File: src/design/cascaded_fixed_point_iir_filter_defines.svh
// Assertion macros for the cascaded fixed-point IIR filter.
`ifndef CASCADED_FIXED_POINT_IIR_FILTER_DEFINES_SVH
`define CASCADED_FIXED_POINT_IIR_FILTER_DEFINES_SVH

`ifndef SYNTHESIS
// Antecedent implies consequent in the same cycle.
`define CFPIIR_ASSERT_SAME(lbl, clk, rst, ante, cons) \
   lbl: assert property (@(posedge clk) disable iff (rst) (ante) |-> (cons)) \
      else $error("assertion failed");
// Antecedent implies consequent in the next cycle.
`define CFPIIR_ASSERT_NEXT(lbl, clk, rst, ante, cons) \
   lbl: assert property (@(posedge clk) disable iff (rst) (ante) |=> (cons)) \
      else $error("assertion failed");
`else
`define CFPIIR_ASSERT_SAME(lbl, clk, rst, ante, cons)
`define CFPIIR_ASSERT_NEXT(lbl, clk, rst, ante, cons)
`endif

`endif

File: src/design/cfpiir_pkg.sv
// Shared types and codes for the cascaded fixed-point IIR filter.
package cfpiir_pkg;

   localparam int COEF_W   = 16;
   localparam int SAMPLE_W = 16;
   localparam int DATA_W   = 32;
   localparam int PROD_W   = DATA_W + COEF_W;
   localparam int CSR_IDX_W = 3;

   // Register indexes on the csr port.
   localparam logic [CSR_IDX_W-1:0] CSR_LOWER_LIMIT = 3'd0;
   localparam logic [CSR_IDX_W-1:0] CSR_UPPER_LIMIT = 3'd1;
   localparam logic [CSR_IDX_W-1:0] CSR_COEF_B0     = 3'd2;
   localparam logic [CSR_IDX_W-1:0] CSR_COEF_B1     = 3'd3;
   localparam logic [CSR_IDX_W-1:0] CSR_COEF_B2     = 3'd4;
   localparam logic [CSR_IDX_W-1:0] CSR_COEF_A1     = 3'd5;
   localparam logic [CSR_IDX_W-1:0] CSR_COEF_A2     = 3'd6;

   typedef struct packed {
      logic signed [COEF_W-1:0] lower_limit;
      logic signed [COEF_W-1:0] upper_limit;
      logic signed [COEF_W-1:0] coef_b0;
      logic signed [COEF_W-1:0] coef_b1;
      logic signed [COEF_W-1:0] coef_b2;
      logic signed [COEF_W-1:0] coef_a1;
      logic signed [COEF_W-1:0] coef_a2;
   } cfg_type;

   // Hand-off between neighboring sections: one-cycle valid plus value.
   typedef struct packed {
      logic              vld;
      logic [DATA_W-1:0] value;
   } sec_link_type;

   typedef enum logic [1:0] {
      SEC_IDLE,
      SEC_MUL,
      SEC_ACC
   } sec_state_type;

   // Product terms in issue order.
   typedef enum logic [2:0] {
      TERM_B0,
      TERM_B1,
      TERM_A1,
      TERM_B2,
      TERM_A2
   } term_type;

endpackage

File: src/design/cfpiir_section.sv
// One direct-form-I IIR section: history registers and a shared multiply-accumulate.
module cfpiir_section
   import cfpiir_pkg::*;
#(
   parameter int FILTER_ORDER  = 2,
   parameter int FRACTION_BITS = 8
) (
   input  logic         clock,
   input  logic         reset,
   input  cfg_type      cfg,
   input  sec_link_type link_in,
   output sec_link_type link_out
);

   localparam term_type LAST_TERM = (FILTER_ORDER >= 2) ? TERM_A2 : TERM_A1;

   sec_state_type state_ff, state_in;
   term_type      term_ff, term_in;
   logic          done_ff, done_in;
   logic          pvld_ff, pvld_in;
   logic          sub_ff, sub_in;
   logic [DATA_W-1:0] x_ff, x_in;
   logic [DATA_W-1:0] acc_ff, acc_in;
   logic [DATA_W-1:0] prod_ff, prod_in;
   logic [DATA_W-1:0] y_ff, y_in;
   logic [DATA_W-1:0] ih_ff [FILTER_ORDER];
   logic [DATA_W-1:0] ih_in [FILTER_ORDER];
   logic [DATA_W-1:0] oh_ff [FILTER_ORDER];
   logic [DATA_W-1:0] oh_in [FILTER_ORDER];

   logic signed [DATA_W-1:0] lower32, upper32;
   logic                     in_range;
   logic signed [DATA_W-1:0] mul_h;
   logic signed [COEF_W-1:0] mul_c;
   logic                     mul_sub;
   logic signed [PROD_W-1:0] prod_full;
   logic [DATA_W-1:0]        sum;
   term_type                 term_next;

   assign lower32  = {{(DATA_W-COEF_W){cfg.lower_limit[COEF_W-1]}}, cfg.lower_limit};
   assign upper32  = {{(DATA_W-COEF_W){cfg.upper_limit[COEF_W-1]}}, cfg.upper_limit};
   assign in_range = ($signed(link_in.value) >= lower32) && ($signed(link_in.value) <= upper32);

   // operand select for the term in flight
   always_comb begin
      case (term_ff)
         TERM_B0: begin
            mul_h = x_ff;                 mul_c = cfg.coef_b0; mul_sub = 1'b0;
         end
         TERM_B1: begin
            mul_h = ih_ff[0];             mul_c = cfg.coef_b1; mul_sub = 1'b0;
         end
         TERM_A1: begin
            mul_h = oh_ff[0];             mul_c = cfg.coef_a1; mul_sub = 1'b1;
         end
         TERM_B2: begin
            mul_h = ih_ff[FILTER_ORDER-1]; mul_c = cfg.coef_b2; mul_sub = 1'b0;
         end
         default: begin
            mul_h = oh_ff[FILTER_ORDER-1]; mul_c = cfg.coef_a2; mul_sub = 1'b1;
         end
      endcase
   end

   always_comb begin
      case (term_ff)
         TERM_B0: term_next = TERM_B1;
         TERM_B1: term_next = TERM_A1;
         TERM_A1: term_next = TERM_B2;
         default: term_next = TERM_A2;
      endcase
   end

   assign prod_full = mul_h * mul_c;
   assign sum = pvld_ff ? (sub_ff ? acc_ff - prod_ff : acc_ff + prod_ff) : acc_ff;

   always_comb begin
      state_in = state_ff;
      term_in  = term_ff;
      done_in  = 1'b0;
      pvld_in  = pvld_ff;
      sub_in   = sub_ff;
      x_in     = x_ff;
      acc_in   = acc_ff;
      prod_in  = prod_ff;
      y_in     = y_ff;
      ih_in    = ih_ff;
      oh_in    = oh_ff;
      unique case (state_ff)
         SEC_IDLE: begin
            if (link_in.vld) begin
               x_in = link_in.value;
               if (in_range) begin
                  state_in = SEC_MUL;
                  term_in  = TERM_B0;
                  acc_in   = '0;
                  pvld_in  = 1'b0;
               end else begin
                  // out of limits: pass zero on, history untouched
                  y_in    = '0;
                  done_in = 1'b1;
               end
            end
         end
         SEC_MUL: begin
            prod_in = prod_full[FRACTION_BITS +: DATA_W];
            sub_in  = mul_sub;
            pvld_in = 1'b1;
            acc_in  = sum;
            term_in = term_next;
            if (term_ff == LAST_TERM) begin
               state_in = SEC_ACC;
            end
         end
         SEC_ACC: begin
            y_in = sum;
            for (int k = FILTER_ORDER - 1; k > 0; k--) begin
               ih_in[k] = ih_ff[k-1];
               oh_in[k] = oh_ff[k-1];
            end
            ih_in[0] = x_ff;
            oh_in[0] = sum;
            done_in  = 1'b1;
            state_in = SEC_IDLE;
         end
         default: begin
            state_in = SEC_IDLE;
         end
      endcase
   end

   always_ff @(posedge clock) begin
      if (reset) begin
         state_ff <= SEC_IDLE;
         done_ff  <= 1'b0;
         for (int k = 0; k < FILTER_ORDER; k++) begin
            ih_ff[k] <= '0;
            oh_ff[k] <= '0;
         end
      end else begin
         state_ff <= state_in;
         done_ff  <= done_in;
         ih_ff    <= ih_in;
         oh_ff    <= oh_in;
      end
   end

   always_ff @(posedge clock) begin
      term_ff <= term_in;
      pvld_ff <= pvld_in;
      sub_ff  <= sub_in;
      x_ff    <= x_in;
      acc_ff  <= acc_in;
      prod_ff <= prod_in;
      y_ff    <= y_in;
   end

   assign link_out.vld   = done_ff;
   assign link_out.value = y_ff;

endmodule

File: src/design/cascaded_fixed_point_iir_filter.sv
// Top level of the cascaded fixed-point IIR filter: csr bank, section chain, result register.
// Transactions go one at a time: a new request is accepted only after the last result has
// moved into the result register. A section whose input is out of limits passes zero on
// without running its products; a raw sample outside the limits skips the chain. One multiplier
// per section, one product per cycle, sections in turn.
// Reset is synchronous, active high: limits go to full range, coefficients and history to zero.
`include "cascaded_fixed_point_iir_filter_defines.svh"

module cascaded_fixed_point_iir_filter
   import cfpiir_pkg::*;
#(
   parameter int FILTER_ORDER  = 2,
   parameter int SECTION_COUNT = 2,
   parameter int FRACTION_BITS = 8
) (
   input  logic                       clock,
   input  logic                       reset,
   // input transactions
   input  logic                       req_valid,
   output logic                       req_ready,
   input  logic signed [SAMPLE_W-1:0] req_sample,
   input  logic                       req_end_of_block,
   // result transactions
   output logic                       rsp_valid,
   input  logic                       rsp_ready,
   output logic signed [DATA_W-1:0]   rsp_filtered_value,
   output logic                       rsp_input_rejected,
   output logic                       rsp_final_sample,
   // register writes
   input  logic                       csr_write_enable,
   input  logic [CSR_IDX_W-1:0]       csr_index,
   input  logic [COEF_W-1:0]          csr_write_data
);

   cfg_type cfg_ff, cfg_in;

   // control
   logic busy_ff, busy_in;       // a transaction is inside, not yet in the result register
   logic start_ff, start_in;     // kicks section zero
   logic pend_ff, pend_in;       // result ready, waiting for the result register
   logic pend_rej_ff, pend_rej_in;
   logic rsp_valid_ff, rsp_valid_in;

   // payload
   logic [DATA_W-1:0] x0_ff, x0_in;
   logic              eob_ff, eob_in;
   logic [DATA_W-1:0] rsp_value_ff, rsp_value_in;
   logic              rsp_rej_ff, rsp_rej_in;
   logic              rsp_eob_ff, rsp_eob_in;

   logic req_acc;
   logic raw_ok;
   logic rsp_free;
   logic load;

   sec_link_type             link [SECTION_COUNT+1];
   logic [SECTION_COUNT:0]   link_vld;

   // ------------------------------------------------------------------
   // Register bank. The user must write only while the filter is idle; the block itself does not enforce it.
   // ------------------------------------------------------------------
   always_comb begin
      cfg_in = cfg_ff;
      if (csr_write_enable) begin
         unique case (csr_index)
            CSR_LOWER_LIMIT: cfg_in.lower_limit = csr_write_data;
            CSR_UPPER_LIMIT: cfg_in.upper_limit = csr_write_data;
            CSR_COEF_B0:     cfg_in.coef_b0     = csr_write_data;
            CSR_COEF_B1:     cfg_in.coef_b1     = csr_write_data;
            CSR_COEF_B2:     cfg_in.coef_b2     = csr_write_data;
            CSR_COEF_A1:     cfg_in.coef_a1     = csr_write_data;
            CSR_COEF_A2:     cfg_in.coef_a2     = csr_write_data;
            default: ;       // unmapped index: write dropped
         endcase
      end
   end

   // ------------------------------------------------------------------
   // Transaction control.
   // ------------------------------------------------------------------
   assign req_ready = !busy_ff;
   assign req_acc   = req_valid && req_ready;
   assign raw_ok    = (req_sample >= cfg_ff.lower_limit) && (req_sample <= cfg_ff.upper_limit);
   assign rsp_free  = !rsp_valid_ff || rsp_ready;
   assign load      = pend_ff && rsp_free;

   always_comb begin
      busy_in      = busy_ff;
      start_in     = 1'b0;
      pend_in      = pend_ff;
      pend_rej_in  = pend_rej_ff;
      x0_in        = x0_ff;
      eob_in       = eob_ff;
      rsp_valid_in = rsp_valid_ff;
      rsp_value_in = rsp_value_ff;
      rsp_rej_in   = rsp_rej_ff;
      rsp_eob_in   = rsp_eob_ff;

      if (req_acc) begin
         busy_in = 1'b1;
         eob_in  = req_end_of_block;
         x0_in   = {{(DATA_W-SAMPLE_W){req_sample[SAMPLE_W-1]}}, req_sample};
         if (raw_ok) begin
            start_in = 1'b1;
         end else begin
            // rejected raw sample: skip the chain, no history changes
            pend_in     = 1'b1;
            pend_rej_in = 1'b1;
         end
      end

      // last section finished
      if (link[SECTION_COUNT].vld) begin
         pend_in     = 1'b1;
         pend_rej_in = 1'b0;
      end

      if (rsp_valid_ff && rsp_ready) begin
         rsp_valid_in = 1'b0;
      end

      // move the finished result to the output register; the chain frees up
      if (load) begin
         pend_in      = 1'b0;
         busy_in      = 1'b0;
         rsp_valid_in = 1'b1;
         rsp_value_in = pend_rej_ff ? '1 : link[SECTION_COUNT].value;
         rsp_rej_in   = pend_rej_ff;
         rsp_eob_in   = eob_ff;
      end
   end

   always_ff @(posedge clock) begin
      if (reset) begin
         cfg_ff.lower_limit <= 16'sh8000;
         cfg_ff.upper_limit <= 16'sh7fff;
         cfg_ff.coef_b0     <= '0;
         cfg_ff.coef_b1     <= '0;
         cfg_ff.coef_b2     <= '0;
         cfg_ff.coef_a1     <= '0;
         cfg_ff.coef_a2     <= '0;
         busy_ff            <= 1'b0;
         start_ff           <= 1'b0;
         pend_ff            <= 1'b0;
         pend_rej_ff        <= 1'b0;
         rsp_valid_ff       <= 1'b0;
      end else begin
         cfg_ff       <= cfg_in;
         busy_ff      <= busy_in;
         start_ff     <= start_in;
         pend_ff      <= pend_in;
         pend_rej_ff  <= pend_rej_in;
         rsp_valid_ff <= rsp_valid_in;
      end
   end

   always_ff @(posedge clock) begin
      x0_ff        <= x0_in;
      eob_ff       <= eob_in;
      rsp_value_ff <= rsp_value_in;
      rsp_rej_ff   <= rsp_rej_in;
      rsp_eob_ff   <= rsp_eob_in;
   end

   // ------------------------------------------------------------------
   // Section chain: each cell hands its output to the next one.
   // The last cell holds its output until it finishes the next transaction.
   // ------------------------------------------------------------------
   assign link[0].vld   = start_ff;
   assign link[0].value = x0_ff;

   for (genvar s = 0; s < SECTION_COUNT; s++) begin : g_sec
      cfpiir_section #(
         .FILTER_ORDER  (FILTER_ORDER),
         .FRACTION_BITS (FRACTION_BITS)
      ) u_section (
         .clock    (clock),
         .reset    (reset),
         .cfg      (cfg_ff),
         .link_in  (link[s]),
         .link_out (link[s+1])
      );
   end

   for (genvar s = 0; s <= SECTION_COUNT; s++) begin : g_vld
      assign link_vld[s] = link[s].vld;
   end

   assign rsp_valid          = rsp_valid_ff;
   assign rsp_filtered_value = rsp_value_ff;
   assign rsp_input_rejected = rsp_rej_ff;
   assign rsp_final_sample   = rsp_eob_ff;

   // ------------------------------------------------------------------
   // Checks
   // ------------------------------------------------------------------
   // an accepted transaction blocks the input until its result moves out
   `CFPIIR_ASSERT_NEXT(a_busy_after_accept, clock, reset, req_valid && req_ready, !req_ready)
   // only one section hand-off is in flight at a time
   `CFPIIR_ASSERT_SAME(a_one_handoff, clock, reset, 1'b1, $onehot0(link_vld))
   // the chain only finishes work for a transaction that is inside
   `CFPIIR_ASSERT_SAME(a_done_while_busy, clock, reset, link[SECTION_COUNT].vld, busy_ff && !pend_ff)
   // a pending result goes out as soon as the output register is free
   `CFPIIR_ASSERT_NEXT(a_pend_loads, clock, reset, pend_ff && rsp_free, rsp_valid && !pend_ff)

endmodule
File: config.mk
export PLATFORM = sky130hd
export DESIGN_NAME = cascaded_fixed_point_iir_filter
export DESIGN_NICKNAME = d
export VERILOG_FILES = /design/src/design/cfpiir_pkg.sv /design/src/design/cfpiir_section.sv /design/src/design/cascaded_fixed_point_iir_filter.sv
export VERILOG_INCLUDE_DIRS = /design/src /design/src/design
export SDC_FILE = /design/constraint.sdc
export NUM_CORES = 2
export LEC_CHECK = 0
export BUFFER_PORTS_ARGS = -buffer_cell sky130_fd_sc_hd__buf_2
export CORE_ASPECT_RATIO = 0.7
export CORE_MARGIN = 2
export CORE_UTILIZATION = 25
export DETAILED_ROUTE_END_ITERATION = 7
export PLACE_DENSITY_LB_ADDON = 0.25
export SYNTH_ARGS = -nofsm -noshare
export SYNTH_HDL_FRONTEND = slang
export SYNTH_SLANG_ARGS = --single-unit
File: constraint.sdc
create_clock -name clock -period 9.1 [get_ports clock]
set_input_delay 1.82 -clock clock [delete_from_list [all_inputs] [get_ports clock]]
set_output_delay 1.82 -clock clock [all_outputs]
set_load 0.01 [all_outputs]
## Yosys cells after proc, flatten, opt, wreduce, memory -nomap -nowiden

Cells that the tools add are included.
W data, S select, Z words.

- Word-level logic and storage cells: 182
- Output and inout bits: 36
- Flip-flop bits (word level): 648
- Input port bits: 41

- $add $sub $neg: 4
- Bitwise operators: 2
- $mul: 2
- Equal/unequal tests: 27
- Mux-type cells: 56
- $lt $le $gt $ge: 6
- Reductions and logical operators: 42

Operator list:

| cell | number |
|---|---|
| $mux W32 | 12 |
| $pmux W32 S2 | 4 |
| $pmux W32 S4 | 2 |
| $pmux W16 S4 | 2 |
| $mul A32 B16 Y40 | 2 |
| $add A32 B32 Y32 | 2 |
| $sub A32 B32 Y32 | 2 |
| $ge A16 B16 Y1 | 2 |
| $ge A32 B16 Y1 | 1 |
| $le A16 B16 Y1 | 2 |
| $le A32 B16 Y1 | 1 |
| $reduce_and A2 Y1 | 11 |
| $eq A3 B2 Y1 const B | 6 |
| $pmux W3 S3 | 2 |
| $reduce_and A3 Y1 | 6 |
| $mux W1 | 16 |
| $eq A3 B3 Y1 const B | 5 |
| $mux W2 | 6 |
| $mux W3 | 4 |
| $pmux W3 S2 | 2 |
| $reduce_bool A2 Y1 | 6 |
| $ne A2 B1 Y1 const B | 5 |
| $eq A3 B1 Y1 const B | 3 |
| $logic_not A3 Y1 | 3 |
| 12 further kinds | 32 |

## Logic depth before layout (Yosys ltp)

- Depth in word-level cells: 5
- Gate-level depth with buffers: 35
- Depth with buffers taken out: 29

## Cells and area by module

From an unflattened synthesis, not the netlist that was laid out.

- Cell total of the unflattened synthesis: 7333
- Area, all modules: 66517.5 um^2

Modules (own cells, without submodules):

| module | cells each | seq. area each (um^2) | times used | area each (um^2) |
|---|---|---|---|---|
| cfpiir_section at g_sec[1].u_section | 3368 | 6616.3 | 1 | 29990.0 |
| cfpiir_section at g_sec[0].u_section | 3261 | 6616.3 | 1 | 29888.7 |
| cascaded_fixed_point_iir_filter | 704 | 3873.7 | 1 | 6638.9 |

## Worst setup path before layout

No wires, ideal clock.

- Kind: flip-flop to flip-flop
- Start point: reg g_sec[1].u_section.term_ff[1]
- End point: reg g_sec[1].u_section.prod_ff[31] (data pin)
- Slack: 0.924 ns
- Data arrival time: 7.917 ns
- Period minus slack after synthesis: 8.176 ns
- Library setup time: 0.260 ns
- Data required time: 8.840 ns
- Buffers on the path: 6
- Cell stages (with the launch flop): 33
- Path through: edfxtp_1 > buf_6 > buf_2 > buf_1 > buf_2 > mux4_2 > nand2_1 > and2_1 > clkbuf_1 > clkbuf_1 > nor2_1 > fa_1 > inv_1 > fa_1 > fa_1 > inv_1 > fa_1 > fa_1 > inv_1 > fa_1 > inv_1 > ha_1 > a21o_1 > a21oi_1 > o211a_1 > o2111ai_1 > o221a_4 > a22o_1 > o211a_1 > o21a_1 > o21a_1 > nor2_1 > xnor2_1

- Longest elaborated chain between the ends: 3
- Elaborated cells on any way between the ends: 7
- Those cells by class: 1 x mul; 3 x eq/ne; 2 x mux; 1 x reduce/logical

RTL lines:

| element | RTL line | text |
|---|---|---|
| start, declared | cfpiir_section.sv:18 | `term_type term_ff, term_in;` |
| start signal, assigned | cfpiir_section.sv:149 | `term_ff <= term_in;` |
| $eq A3 B2 Y1, or another cell as far along | cfpiir_section.sv:46 | `case (term_ff)` |
| $pmux W32 S4 or $pmux W16 S4 (tied branches) | cfpiir_section.sv:46 |  |
| $mul A32 B16 Y40 * | cfpiir_section.sv:74 | `assign prod_full = mul_h * mul_c;` |
| via g_sec[1].u_section.prod_full[39] | cfpiir_section.sv:36 | `logic signed [PROD_W-1:0] prod_full;` |
| end signal, assigned | cfpiir_section.sv:154 | `prod_ff <= prod_in;` |
| end, declared | cfpiir_section.sv:24 | `logic [DATA_W-1:0] prod_ff, prod_in;` |

Mark *: on every way through the listed nets, which the timed path passes. The rest lies on a longest branch.
A chain may end at the register's enable or synchronous reset.

## Worst setup path in the final report

- Start point: reg g_sec[1].u_section.term_ff[0]
- End point: reg g_sec[1].u_section.prod_ff[31] (data pin)

Same word-level chain as after synthesis.

==> impl_metrics.csv <==
group,metric,value,unit
run_status,status,"complete, but fails checks",
run_status,violations,"design-rule violations",
drt,firstDrtPassIters,8,
synthesis,synth_warnings,0,
critical_path,cp-end-kind,"flip-flop",
grt,grt_usage,0.168,
sta,period_share,0.942,
clocking,cts_buffer_depth,3,
floorplan,start_util,0.251,
final_layout,nets,8263,
clocking,post-cts-setup-buffers,0,
power,ir_worst_vdd,143,uV
floorplan,die_area,254000,um^2
place,hpwlAfterDp,172,mm
drt,drtIter0Drc,4693,
clocking,cts_tree,"built",
place,place_area,67600,um^2
clocking,ctsHoldBuffers,0,
critical_path,crit_fanout,13,
place,place_ws,552,ps
floorplan,die_w,602,um
sta,worstMarginPinSlew,1240,ps
sta,slew_headroom,0.166,
grt,antenna_found_initial,12,
clocking,htree_num_levels,3,
clocking,cts-buffers-inserted,66,
clocking,clk_pin_slew_worst_paths,60,ps
power,p_per_area,99.1,nW/um^2
drt,ant_nets,0,
critical_path,crit_slowest_cell,"edfxtp_1",
final_layout,layout-drive-gt1-share,0.0799,
critical_path,worstPathRequired,9490,ps
floorplan,coreArea,248000,um^2
grt,grt_pass1_vias,48300,
synthesis,synth_seq_cells,648,
sta,fin_skew,41.9,ps
synthesis,syn_area,62500,um^2
synthesis,ys.flop_type,"dfxtp_1",
final_layout,area_delta_synth_final,11.7,%
power,p_leak,0.0292,uW
clocking,cts_sinks,648,
final_layout,nFillCells,26700,
drt,num_vias,48200,
sta,setup_violations,0,
sta,slew_viol_final,0,
synthesis,avgSynthCellArea,8.96,um^2
floorplan,rows,153,
drt,wl,214,mm
place,port_buffers,76,
sta,layout_min_cycle_time,8570,ps
sta,fin_setup_tns,0,ps
synthesis,synth_cells,6975,
critical_path,critPathArrivalTime,8960,ps
critical_path,cpMostUsedCell,"fa_1",
place,gp_congestion,0.918,
final_layout,final_design_area_no_fill,69800,um^2
drt,wire_per_inst,20.6,um
sta,worst_slack,526,ps
clocking,root_buffer,"clkbuf_16",
sta,rsz0062_at_grt,"no",
drt,drc,8,
grt,grt-ovfl-total,0,
clocking,insertion_delay,660,ps
worst_hold_path,min-delay-path-class,"flip-flop to flip-flop",
critical_path,slowest_delay,930,ps
job,drv_cap,0,
critical_path,crit_path_start_kind,"flip-flop",
grt,grt_max_degree,122,
floorplan,ios,77,
critical_path,worstSetupPathType,"flip-flop to flip-flop",
drt,vias_per_cell,4.64,
synthesis,syn_nets,8234,
synthesis,synth_edf_count,301,
sta,finalHoldViolCount,0,
sta,fmax,117,MHz
clocking,cts_resized,0,
synthesis,post_synth_num_cell_types,96,
synthesis,ys_seq_area_frac,0.256,
synthesis,ys_async_sr_fraction,0,
grt,grt_pass1_wl,322,mm
floorplan,die_y,422,um
==> registers in the layout, summed over array words and instances, names as in the netlist, 32 cells and up <==
signal / cells
g_sec.u_section.x_ff: 48
g_sec.u_section.oh_ff: 128
g_sec.u_section.prod_ff: 64
g_sec.u_section.ih_ff: 96
rsp_filtered_value: 32
g_sec.u_section.acc_ff: 64
g_sec.u_section.y_ff: 64
cfg_ff: 112
==> worst paths after layout <==
check | from | endpoint | slack, ps | cells after the start
max | g_sec[1].u_section.term_ff[0]$_SDFFCE_PN0P_ | g_sec[1].u_section.prod_ff[31]$_DFFE_PP_ | 530 | 27
min | eob_ff$_DFFE_PP_ | rsp_final_sample$_DFFE_PP_ | 430 | 0
min reg2reg | eob_ff$_DFFE_PP_ | rsp_final_sample$_DFFE_PP_ | 430 | 0
max reg2reg | g_sec[1].u_section.term_ff[0]$_SDFFCE_PN0P_ | g_sec[1].u_section.prod_ff[31]$_DFFE_PP_ | 530 | 27
==> area by class of cell <==
type	count	area (um^2)	area share
multi-input cells	4916	41300	0.591
well taps	3332	4170	0.0597
repair buffers	281	2030	0.0291
clock inverters	36	382	0.00547
clock buffers	85	1870	0.0268
flip-flops and latches	648	16000	0.229
diodes	1	2.50	0.0000358
inverters	1091	4100	0.0587
==> placed cells by master, fill, tap and decap left out, types with 51 or more instances in the layout <==
cell type and instances:
buf_2 75, clkbuf_16 70, nor2b_1 59, o21ai_0 55
ha_1 396, nor2_1 726, fa_1 822, inv_1 1087
buf_4 197, a21o_1 60, dfxtp_1 347, edfxtp_1 301
a21oi_1 535, xnor2_1 176, nor3_1 60, o21a_1 51
nand2b_1 54, mux4_2 73, nand2_1 1290, and2_1 87
==> critical path, delay by kind of cell (launching register included) <==
family	cells	cell delay, ps
xor gates and xnor gates	1	110
adders and majority gates	7	3410
buffers and inverters	6	700
muxes	1	610
and+or+nand+nor	7	1490
AOI/OAI and AO/OA	5	1060
DFF	1	930
==> cells by family after synthesis <==
kind of cell | Yosys count | share of synthesized area
flip-flops | 648 | 0.256
buffers and inverters | 1411 | 0.0855
multiplexers | 128 | 0.0353
XOR/XNOR | 207 | 0.0290
AND/OR/NAND/NOR | 2469 | 0.166
AO/OA/AOI/OAI | 894 | 0.0859
adder cells (fa/ha/maj) | 1218 | 0.343
==> layer usage <==
layer  up-vias  GRT usage  wire length (um)
li1      22100          -                 -
met1     24300      0.265            107000
met2      1662      0.232             84300
met3       195     0.0334             17900
met4         2     0.0294              4090
met5         -          0                13
==> synthesized netlist by cell type (7+ instances only) <==
| library cell | count | area (um^2) |
|---|---|---|
| nand4_1 | 30 | 188 |
| o21bai_1 | 14 | 105 |
| a21o_1 | 60 | 450 |
| dfxtp_1 | 347 | 6950 |
| and2_1 | 88 | 551 |
| nand2_1 | 1292 | 4850 |
| edfxtp_1 | 301 | 9040 |
| nor3b_1 | 7 | 52.6 |
| o31ai_1 | 8 | 60.1 |
| mux2i_1 | 49 | 490 |
| fa_1 | 822 | 16500 |
| xor2_1 | 31 | 272 |
| nor3_1 | 61 | 305 |
| o21ai_1 | 14 | 70.1 |
| or2_2 | 42 | 263 |
| mux4_2 | 73 | 1640 |
| a211oi_1 | 31 | 233 |
| o21ai_0 | 57 | 285 |
| xnor2_1 | 176 | 1540 |
| ha_1 | 396 | 4950 |
| and3_1 | 11 | 68.8 |
| a31oi_1 | 17 | 106 |
| inv_1 | 1087 | 4080 |
| nor2_1 | 730 | 2740 |
| clkbuf_1 | 269 | 1010 |
| buf_1 | 32 | 120 |
| a211o_1 | 18 | 158 |
| nand3_1 | 35 | 175 |
| nand2b_1 | 55 | 344 |
| or3_1 | 18 | 113 |
| nor2b_1 | 61 | 382 |
| o22ai_1 | 7 | 43.8 |
| buf_2 | 14 | 70.1 |
| a21oi_1 | 535 | 2680 |
| nor4_1 | 14 | 87.6 |
| o21a_1 | 51 | 383 |
==> per-stage QoR <==
step	cells	total power, uW	utilization	hold slack, ps
6_report	10400	6920	0.281	430
5_1_grt	10400	7200	0.281	449
4_1_cts	10400	6990	0.281	436
3_5_place_dp	10300	4040	0.272	420
3_3_place_gp	10300	4030	0.272	407
2_1_floorplan	6975	3710	-	400
==> power by group <==
group	internal [uW]	switching (uW)	total, uW
combinational	293	556	849
sequential	3100	40.2	3140
clock	1620	1320	2940
total	5010	1910	6920
No activity file was read; power rests on OpenSTA's default activity.
